`src/rtl/far_pkg.sv`:
```
package far_pkg;

    localparam int IN_WIDTH  = 16;
    localparam int NUM_WIDTH = 2 * IN_WIDTH + 1;
    localparam int DEN_WIDTH = 2 * IN_WIDTH;
    localparam int MAG_WIDTH = 2 * IN_WIDTH;
    localparam int CNT_WIDTH = $clog2(MAG_WIDTH + 1);

    typedef struct packed {
        logic signed [NUM_WIDTH-1:0] num;
        logic signed [DEN_WIDTH-1:0] den;
    } frac_t;

endpackage

```
`src/rtl/far_front.sv`:
```
module far_front
    import far_pkg::*;
(
    input  logic                        aclk,
    input  logic                        aresetn,
    input  logic                        s_valid,
    output logic                        s_ready,
    input  logic signed [IN_WIDTH-1:0]  s_a_num,
    input  logic signed [IN_WIDTH-1:0]  s_a_den,
    input  logic signed [IN_WIDTH-1:0]  s_b_num,
    input  logic signed [IN_WIDTH-1:0]  s_b_den,
    output logic                        q_valid,
    input  logic                        q_ready,
    output frac_t                       q_data
);

    typedef enum logic [1:0] {
        ST_IDLE,
        ST_MUL1,
        ST_MUL2,
        ST_OUT
    } state_t;

    state_t state_reg;
    logic signed [IN_WIDTH-1:0] an_reg, ad_reg, bn_reg, bd_reg;
    logic signed [DEN_WIDTH-1:0] p0_reg, p1_reg, den_reg;
    frac_t out_reg;

    assign s_ready = (state_reg == ST_IDLE);
    assign q_valid = (state_reg == ST_OUT);
    assign q_data  = out_reg;

    always_ff @(posedge aclk) begin
        if (!aresetn) begin
            state_reg <= ST_IDLE;
        end else begin
            case (state_reg)
                ST_IDLE: begin
                    if (s_valid) begin
                        an_reg    <= s_a_num;
                        ad_reg    <= s_a_den;
                        bn_reg    <= s_b_num;
                        bd_reg    <= s_b_den;
                        state_reg <= ST_MUL1;
                    end
                end
                ST_MUL1: begin
                    p0_reg    <= an_reg * bd_reg;
                    p1_reg    <= ad_reg * bn_reg;
                    den_reg   <= ad_reg * bd_reg;
                    state_reg <= ST_MUL2;
                end
                ST_MUL2: begin
                    out_reg.num <= NUM_WIDTH'(p0_reg) + NUM_WIDTH'(p1_reg);
                    out_reg.den <= den_reg;
                    state_reg   <= ST_OUT;
                end
                ST_OUT: begin
                    if (q_ready) begin
                        state_reg <= ST_IDLE;
                    end
                end
                default: state_reg <= ST_IDLE;
            endcase
        end
    end

endmodule

```
`src/rtl/far_queue.sv`:
```
module far_queue
    import far_pkg::*;
(
    input  logic  aclk,
    input  logic  aresetn,
    input  logic  in_valid,
    output logic  in_ready,
    input  frac_t in_data,
    output logic  out_valid,
    input  logic  out_ready,
    output frac_t out_data
);

    frac_t       mem_reg [2];
    logic        wp_reg, rp_reg;
    logic [1:0]  cnt_reg;
    logic        wr, rd;

    assign in_ready  = (cnt_reg != 2'd2);
    assign out_valid = (cnt_reg != 2'd0);
    assign out_data  = mem_reg[rp_reg];
    assign wr = in_valid && in_ready;
    assign rd = out_valid && out_ready;

    always_ff @(posedge aclk) begin
        if (wr) begin
            mem_reg[wp_reg] <= in_data;
        end
    end

    always_ff @(posedge aclk) begin
        if (!aresetn) begin
            wp_reg  <= 1'b0;
            rp_reg  <= 1'b0;
            cnt_reg <= 2'd0;
        end else begin
            if (wr) begin
                wp_reg <= ~wp_reg;
            end
            if (rd) begin
                rp_reg <= ~rp_reg;
            end
            cnt_reg <= cnt_reg + {1'b0, wr} - {1'b0, rd};
        end
    end

endmodule

```
`src/rtl/far_back.sv`:
```
module far_back
    import far_pkg::*;
(
    input  logic                         aclk,
    input  logic                         aresetn,
    input  logic                         q_valid,
    output logic                         q_ready,
    input  frac_t                        q_data,
    output logic                         m_valid,
    input  logic                         m_ready,
    output logic signed [NUM_WIDTH-1:0]  m_sum_num,
    output logic signed [DEN_WIDTH-1:0]  m_sum_den
);

    typedef enum logic [2:0] {
        ST_IDLE,
        ST_GCD,
        ST_DIVN,
        ST_DIVD,
        ST_OUT
    } state_t;

    state_t                  state_reg;
    frac_t                   in_reg;
    logic [MAG_WIDTH-1:0]    x_reg, y_reg;
    logic [CNT_WIDTH-1:0]    k_reg, bit_reg;
    logic [MAG_WIDTH-1:0]    quo_reg, rem_reg, div_reg;
    logic                    neg_reg;
    logic [MAG_WIDTH-1:0]    mag_num, mag_den, diff, rem_sh;
    logic [MAG_WIDTH-1:0]    num_res_reg;
    logic signed [NUM_WIDTH-1:0] num_out_reg;
    logic signed [DEN_WIDTH-1:0] den_out_reg;

    assign q_ready   = (state_reg == ST_IDLE);
    assign m_valid   = (state_reg == ST_OUT);
    assign m_sum_num = num_out_reg;
    assign m_sum_den = den_out_reg;

    // magnitudes fit 32 bits: |num| <= 2^31
    assign mag_num = q_data.num[NUM_WIDTH-1] ? MAG_WIDTH'(-q_data.num)
                                             : MAG_WIDTH'(q_data.num);
    assign mag_den = q_data.den[DEN_WIDTH-1] ? MAG_WIDTH'(-q_data.den)
                                             : MAG_WIDTH'(q_data.den);
    assign diff    = (x_reg > y_reg) ? x_reg - y_reg : y_reg - x_reg;
    assign rem_sh  = {rem_reg[MAG_WIDTH-2:0], quo_reg[MAG_WIDTH-1]};

    always_ff @(posedge aclk) begin
        if (!aresetn) begin
            state_reg <= ST_IDLE;
        end else begin
            case (state_reg)
                ST_IDLE: begin
                    if (q_valid) begin
                        in_reg <= q_data;
                        x_reg  <= mag_num;
                        y_reg  <= mag_den;
                        k_reg  <= '0;
                        if (mag_num == '0 || mag_den == '0) begin
                            num_out_reg <= q_data.num;
                            den_out_reg <= q_data.den;
                            state_reg   <= ST_OUT;
                        end else begin
                            state_reg <= ST_GCD;
                        end
                    end
                end
                // binary gcd, one step a cycle
                ST_GCD: begin
                    if (x_reg == y_reg) begin
                        div_reg <= x_reg << k_reg;
                        quo_reg <= in_reg.num[NUM_WIDTH-1] ? MAG_WIDTH'(-in_reg.num)
                                                           : MAG_WIDTH'(in_reg.num);
                        neg_reg <= in_reg.num[NUM_WIDTH-1];
                        rem_reg <= '0;
                        bit_reg <= '0;
                        state_reg <= ST_DIVN;
                    end else if (!x_reg[0] && !y_reg[0]) begin
                        x_reg <= x_reg >> 1;
                        y_reg <= y_reg >> 1;
                        k_reg <= k_reg + 1'b1;
                    end else if (!x_reg[0]) begin
                        x_reg <= x_reg >> 1;
                    end else if (!y_reg[0]) begin
                        y_reg <= y_reg >> 1;
                    end else if (x_reg > y_reg) begin
                        x_reg <= diff >> 1;
                    end else begin
                        y_reg <= diff >> 1;
                    end
                end
                // restoring division, one bit a cycle
                ST_DIVN, ST_DIVD: begin
                    if (rem_sh >= div_reg) begin
                        rem_reg <= rem_sh - div_reg;
                        quo_reg <= {quo_reg[MAG_WIDTH-2:0], 1'b1};
                    end else begin
                        rem_reg <= rem_sh;
                        quo_reg <= {quo_reg[MAG_WIDTH-2:0], 1'b0};
                    end
                    bit_reg <= bit_reg + 1'b1;
                    if (bit_reg == CNT_WIDTH'(MAG_WIDTH - 1)) begin
                        bit_reg <= '0;
                        rem_reg <= '0;
                        if (state_reg == ST_DIVN) begin
                            num_res_reg <= {quo_reg[MAG_WIDTH-2:0],
                                            rem_sh >= div_reg};
                            quo_reg <= in_reg.den[DEN_WIDTH-1]
                                     ? MAG_WIDTH'(-in_reg.den) : MAG_WIDTH'(in_reg.den);
                            state_reg <= ST_DIVD;
                        end else begin
                            num_out_reg <= neg_reg
                                ? -NUM_WIDTH'(num_res_reg) : NUM_WIDTH'(num_res_reg);
                            den_out_reg <= in_reg.den[DEN_WIDTH-1]
                                ? -DEN_WIDTH'({quo_reg[MAG_WIDTH-2:0], rem_sh >= div_reg})
                                : DEN_WIDTH'({quo_reg[MAG_WIDTH-2:0], rem_sh >= div_reg});
                            state_reg <= ST_OUT;
                        end
                    end
                end
                ST_OUT: begin
                    if (m_ready) begin
                        state_reg <= ST_IDLE;
                    end
                end
                default: state_reg <= ST_IDLE;
            endcase
        end
    end

endmodule

```
`src/rtl/fraction_add_reduce.sv`:
```
// fraction_add_reduce: adds a_num/a_den and b_num/b_den and reduces the sum by
// the gcd of the magnitudes; zero numerator or denominator passes unreduced and
// signs are kept as the products give them. A front unit forms the products
// and their sum in its MUL1 and MUL2 states and hands the fraction through a
// two-entry queue to a back unit that runs a binary gcd and two bit-serial
// divisions; a zero numerator or denominator skips both.
module fraction_add_reduce
    import far_pkg::*;
(
    input  logic                         aclk,
    input  logic                         aresetn,
    input  logic                         s_valid,
    output logic                         s_ready,
    input  logic signed [IN_WIDTH-1:0]   s_a_num,
    input  logic signed [IN_WIDTH-1:0]   s_a_den,
    input  logic signed [IN_WIDTH-1:0]   s_b_num,
    input  logic signed [IN_WIDTH-1:0]   s_b_den,
    output logic                         m_valid,
    input  logic                         m_ready,
    output logic signed [NUM_WIDTH-1:0]  m_sum_num,
    output logic signed [DEN_WIDTH-1:0]  m_sum_den
);

    logic  f_valid, f_ready, b_valid, b_ready;
    frac_t f_data, b_data;

    far_front u_front (
        .aclk, .aresetn, .s_valid, .s_ready, .s_a_num, .s_a_den, .s_b_num, .s_b_den,
        .q_valid(f_valid), .q_ready(f_ready), .q_data(f_data)
    );

    far_queue u_queue (
        .aclk, .aresetn,
        .in_valid(f_valid), .in_ready(f_ready), .in_data(f_data),
        .out_valid(b_valid), .out_ready(b_ready), .out_data(b_data)
    );

    far_back u_back (
        .aclk, .aresetn,
        .q_valid(b_valid), .q_ready(b_ready), .q_data(b_data),
        .m_valid, .m_ready, .m_sum_num, .m_sum_den
    );

endmodule

```
`config.mk`:
```
export PLATFORM = sky130hd
export DESIGN_NAME = fraction_add_reduce
export DESIGN_NICKNAME = d
export VERILOG_FILES = /design/src/rtl/far_pkg.sv /design/src/rtl/far_front.sv /design/src/rtl/far_queue.sv /design/src/rtl/far_back.sv /design/src/rtl/fraction_add_reduce.sv
export SDC_FILE = /design/constraint.sdc
export NUM_CORES = 2
export LEC_CHECK = 0
export ABC_AREA = 1
export BUFFER_PORTS_ARGS = -buffer_cell sky130_fd_sc_hd__buf_2
export CAP_MARGIN = 20
export CORE_UTILIZATION = 35
export DETAILED_ROUTE_END_ITERATION = 6
export GPL_TIMING_DRIVEN = 0
export HOLD_SLACK_MARGIN = 0.12
export PLACE_DENSITY = 0.51
export SLEW_MARGIN = 25
export SYNTH_ARGS = -nofsm -noshare
export SYNTH_HDL_FRONTEND = slang
export SYNTH_SLANG_ARGS = --single-unit
```
`constraint.sdc`:
```
create_clock -name aclk -period 9 [get_ports aclk]
set_input_delay 0 -clock aclk [delete_from_list [all_inputs] [get_ports aclk]]
set_output_delay 0 -clock aclk [all_outputs]
set_load 0.05 [all_outputs]
```
== After elaboration in Yosys (flattened, before gate mapping) ==
Memory sizes are Yosys's and may differ from the RTL's. A register that Yosys moved wholly into a read port is not among the register bits.
Cells that the tools add are included.

* Register bits after elaboration: 568
* Memory bits (writable): 130
* Input port bits: 68
* Output and inout port bits: 67
* Word-level logic and storage cells: 167
* Memories: 1

* Add/sub/neg operators: 14
* Multiply operators: 3
* Order comparisons: 2
* Equal/unequal tests: 24
* Shifts and indexed selects: 1
* Muxes and demuxes: 61
* Bitwise gates (word level): 2
* Reductions and logical operators: 30

{| class="wikitable"
|+ Memories
! name !! words !! bits a word !! rd ports !! clocked after Yosys merged registers in !! wr ports !! RTL line !! RTL
|-
| u_queue.mem_reg || 2 || 65 || 1 || 1 || 1 || far_queue.sv:14 || <nowiki>frac_t mem_reg [2];</nowiki>
|}

{| class="wikitable"
|+ Operators with widths
! kind !! number
|-
| $mux W32 || 25
|-
| $pmux W32 S2 || 4
|-
| $mux W33 || 5
|-
| $neg A32 Y32 || 5
|-
| $mul A16 B16 Y32 || 3
|-
| $mux W31 || 3
|-
| $pmux W33 S2 || 1
|-
| $logic_not A32 Y1 || 2
|-
| $sub A32 B32 Y32 || 2
|-
| $pmux W31 S2 || 1
|-
| $add A32 B32 Y33 || 1
|-
| $neg A32 Y33 || 1
|-
| $eq A32 B32 Y1 || 1
|-
| $ge A32 B32 Y1 || 1
|-
| $gt A32 B32 Y1 || 1
|-
| $shl A32 B6 Y32 || 1
|-
| $sub A31 B31 Y31 || 1
|-
| $mux W6 || 5
|-
| $pmux W6 S2 || 2
|-
| $mux W3 || 6
|-
| $reduce_and A6 Y1 || 3
|-
| $add A6 B1 Y6 const B || 2
|-
| $ne A2 B1 Y1 const B || 6
|-
| $ne A4 B4 Y1 const B || 3
|-
| other kinds (26) || 52
|}

== Logic depth before layout (Yosys ltp) ==
* Word-level depth: 8
* Depth in mapped cells: 27
* Mapped depth without buffers: 26

== Modules after synthesis ==
From an unflattened synthesis, not the netlist that was laid out.

* Cell total of the unflattened synthesis: 8742
* Area total of the unflattened synthesis: 72295.6 sq um

{| class="wikitable"
|+ By module, submodules not included
! module !! times used !! cells an instance !! area an instance (sq um) !! sequential area each (sq um)
|-
| far_front || 1 || 5072 || 41428.5 || 6796.5
|-
| far_back || 1 || 3432 || 25730.9 || 10089.7
|-
| far_queue || 1 || 238 || 5136.2 || 4003.8
|}

== Least setup slack after synthesis ==
No wires, ideal clock.

* Path type: register -> register
* Start point: register u_back.x_reg[17]
* End point: register u_back.bit_reg[0] (enable)
* Setup time: 666 ps
* Arrival time: 8323 ps
* Data required time: 8334 ps
* Setup slack: 11 ps
* Cell stages (with the launch flop): 13
* Path buffers: 1
* Clock period less this slack: 8989 ps
* Cells stage by stage: edfxtp_1 ha_1 clkbuf_1 nand2_1 nor2_1 inv_2 nor2_1 inv_2 nor2_1 nand3_1 nand2_1 inv_1 nor4_1

* Longest elaborated chain between the ends: 3

{| class="wikitable"
|+ RTL lines
! item !! RTL line !! RTL
|-
| start, declared || far_back.sv:25 || <nowiki>logic [MAG_WIDTH-1:0] x_reg, y_reg;</nowiki>
|-
| start signal, assigned || far_back.sv:55 || <nowiki>x_reg <= mag_num;</nowiki>
|-
| start signal, assigned || far_back.sv:78 || <nowiki>x_reg <= x_reg >> 1;</nowiki>
|-
| start signal, assigned || far_back.sv:82 || <nowiki>x_reg <= x_reg >> 1;</nowiki>
|-
| $eq A32 B32 Y1 || far_back.sv:69 || <nowiki>if (x_reg == y_reg) begin</nowiki>
|-
| $ne A2 B1 Y1 (no line) || -- ||
|-
| $reduce_and A3 Y1 (no line) || -- ||
|-
| end signal, assigned || far_back.sv:100 || <nowiki>bit_reg <= bit_reg + 1'b1;</nowiki>
|-
| end, declared || far_back.sv:26 || <nowiki>logic [CNT_WIDTH-1:0] k_reg, bit_reg;</nowiki>
|}

Every way passes these cells.
A chain may end at the register's enable or synchronous reset.

== Final worst setup path ==
* Start point: register u_front.bd_reg[6]
* End point: register u_front.den_reg[31] (data pin)

* Longest elaborated chain between the ends: 1

{| class="wikitable"
|+ RTL lines
! item !! RTL line !! RTL
|-
| start, declared || far_front.sv:25 || <nowiki>logic signed [IN_WIDTH-1:0] an_reg, ad_reg, bn_reg, bd_reg;</nowiki>
|-
| start signal, assigned || far_front.sv:43 || <nowiki>bd_reg <= s_b_den;</nowiki>
|-
| $mul A16 B16 Y32 || far_front.sv:50 || <nowiki>den_reg <= ad_reg * bd_reg;</nowiki>
|-
| end signal, assigned || far_front.sv:50 ||
|-
| end, declared || far_front.sv:26 || <nowiki>logic signed [DEN_WIDTH-1:0] p0_reg, p1_reg, den_reg;</nowiki>
|}

Every way passes these cells.

==> flow_summary.json <==
{
  "clk_latency_ns": 0.76,
  "cpMostUsedCell": "fa_1",
  "grt_antenna_before_repair": 6,
  "path_cells": "clkbuf_1, nand2_1, fa_1, inv_1, fa_1, fa_1, inv_1, fa_1, inv_1, fa_1, fa_1, ha_1, a21oi_1, o211a_1, o221ai_1, nand2_1, nand2_1, a21oi_1, xor2_1",
  "vias_per_cell": 4.96,
  "dp_hpwl_um": 202000,
  "largest_reg_flops": 130,
  "syn_inst": 8230,
  "num-nets-final": 9870,
  "worst_slew_pin_slew_ns": 1.15,
  "start_util": 0.353,
  "cp_slowest_cell": "clkbuf_1",
  "fin_worst_skew_ns": 0.0706,
  "grt_util_all_layers": 0.242,
  "ctsResizeCount": 0,
  "setup_viol": 0,
  "slew_viol_final": 0,
  "cp.required_ns": 9.38,
  "core_mm2": 0.198,
  "final_layout_size_suffix_gt1_frac": 0.0497,
  "start_kind": "flop",
  "port_buffers": 133,
  "async_flop_share": 0,
  "ctsHoldBuffers": 131,
  "place_ws_ns": 0.998,
  "outcome": "finished, violations left",
  "yosys_warnings": 0,
  "final_cell_mix": "nand2_1 (1889), inv_1 (1798), fa_1 (790)",
  "arrival_ns": 8.56,
  "cts_max_path_buffers": 3,
  "die_h_um": 449,
  "hold_viol": 0,
  "rows": 163,
  "netlist_area_mm2": 0.0698,
  "grt_overflow": 0,
  "avgSynthCellArea_um2": 8.49,
  "synth_cell_types": 65,
  "io-pin-count": 135,
  "wirelength_um": 244000,
  "fin_setup_tns_ns": 0,
  "fin_ws_ns": 0.819,
  "finalCritPeriodShare": 0.909,
  "utilization": 0.398,
  "maxCapViolCount": 0,
  "detail_route.drc_violations": 3,
  "grt_max_degree": 67,
  "die_w_um": 449,
  "post-route-min-period_ns": 8.18,
  "syn-num-nets": 9476,
  "hold_class": "input port to flop",
  "cts_tree": "done",
  "synth-edff-count": 689,
  "worstSetupPathType": "flop to flop",
  "rsz0062_at_grt": "false",
  "relSlewSlack": 0.233,
  "area_delta_synth_final_pct": 12.7,
  "synth_area_leader_cell": "edfxtp_1",
  "grt_pass1_vias": 57500,
  "instances_no_fill": 11300,
  "grt_pass1_wl_um": 365000,
  "ys_ff_latch": 699,
  "cpPeakStageDelay_ns": 0.85,
  "max_clock_freq_mhz": 122,
  "htree_levels": 3,
  "end_kind": "flop",
  "cts_made_buffers": 87,
  "dr.pass1.iters": 7,
  "r2r_setup_slack_ns": 0.82,
  "synth-main-ff-cell": "edfxtp_1",
  "synth.top_cell.area_share": 0.296,
  "die_area_mm2": 0.201,
  "gp_congestion": 0.977,
  "drtIter0Drc": 4735,
  "cts-root-buf": "clkbuf_16",
  "vias": 56300,
  "clkSinkCount": 699,
  "path_max_fanout": 10,
  "violations": "DRC",
  "post_drt_wl_per_cell_um": 21.5,
  "final_common_cell": "nand2_1",
  "dp.cells": 11000,
  "path_clk_slew_ns": 0.06,
  "postCtsSetupRepairBufs": 0,
  "ys_top_cells_by_area": "edfxtp_1 (30%), fa_1 (23%), nand2_1 (10%)",
  "ant_nets": 0,
  "yosysSeqAreaShare": 0.299
}
==> cells by family (layout without fill, tap and decap cells) <==
| logic type | after synthesis | after routing | synth area share |
|---|---|---|---|
| AO/OA/AOI/OAI | 1106 | 1106 | 0.0890 |
| adder cells (fa/ha/maj) | 1178 | 1178 | 0.296 |
| AND/OR/NAND/NOR | 2791 | 2791 | 0.159 |
| flip-flops | 699 | 699 | 0.299 |
| multiplexers | 14 | 14 | 0.00201 |
| other | 0 | 3 | 0 |
| XOR/XNOR | 311 | 311 | 0.0390 |
| buffers and inverters | 2131 | 2596 | 0.116 |
==> metal layers <==
layer	up-vias	track usage	wire length (um)
met3	358	0.0353	15500
met4	0	0.0957	11000
met5	-	0	0
met2	1941	0.403	114000
li1	26400	-	-
met1	27600	0.316	104000
==> synthesized netlist by cell type, types with 4 or more instances <==
cell type / n
buf_2: 12
a21boi_0: 17
xnor2_1: 98
edfxtp_1: 689
fa_1: 790
o22ai_1: 18
nor3_1: 77
o21ai_0: 430
buf_4: 8
a31oi_1: 54
buf_6: 8
o22a_1: 4
a211oi_1: 10
clkbuf_1: 275
nand3b_1: 4
dfxtp_1: 10
mux2i_1: 14
buf_1: 8
nand2_2: 10
a21o_1: 21
nor2_1: 537
o21ai_1: 31
nor4_1: 12
nor2_2: 12
a221oi_1: 5
a22oi_1: 26
o32ai_1: 8
o31ai_1: 7
ha_1: 388
o21a_1: 19
xor2_1: 213
o221ai_1: 9
a21oi_1: 372
or2_2: 25
o2111ai_1: 5
nand3_1: 178
nand2_1: 1889
o21ai_2: 7
o211ai_1: 25
nand4_1: 33
o21bai_1: 14
inv_2: 15
inv_1: 1801
==> final timing paths <==
kind                 startpoint                   to  depth (start not counted)
min                     s_valid    u_front.bd_reg[5]                          4
min reg2reg  u_front.den_reg[9]    u_front.q_data[9]                          0
max reg2reg   u_front.bd_reg[6]  u_front.den_reg[31]                         19
max           u_front.bd_reg[6]  u_front.den_reg[31]                         19
==> through the flow <==
stage | hold slack [ns] | area, um2
2_1_floorplan | 0.0989 | 69800
3_3_place_gp | 0.176 | 73800
3_5_place_dp | 0.178 | 74400
4_1_cts | 0.301 | 78700
5_1_grt | 0.318 | 78700
6_report | 0.334 | 78700
==> critical path: cells and delay by family, from the launching register on <==
| kind | cells | cell delay, ns |
|---|---|---|
| flip-flops | 1 | 0.76 |
| XOR/XNOR | 1 | 0.65 |
| buffers and inverters | 4 | 1.03 |
| adder cells (fa/ha/maj) | 7 | 3.69 |
| AND/OR/NAND/NOR | 3 | 0.56 |
| AO/OA/AOI/OAI | 4 | 1.15 |
==> final cells by class <==
| class | count | area [um2] |
|---|---|---|
| inverters | 1819 | 6840 |
| plain buffers | 312 | 1280 |
| diodes | 3 | 7.51 |
| flip-flops and latches | 699 | 20900 |
| well taps | 2640 | 3300 |
| clock inverters | 57 | 753 |
| repair buffers | 305 | 2490 |
| fillers | 20200 | 119000 |
| clock buffers | 103 | 2250 |
| multi-input cells | 5400 | 40900 |
Power is not shown: default switching activity piles up to over one toggle a cycle in this logic, so the estimate is an artifact.
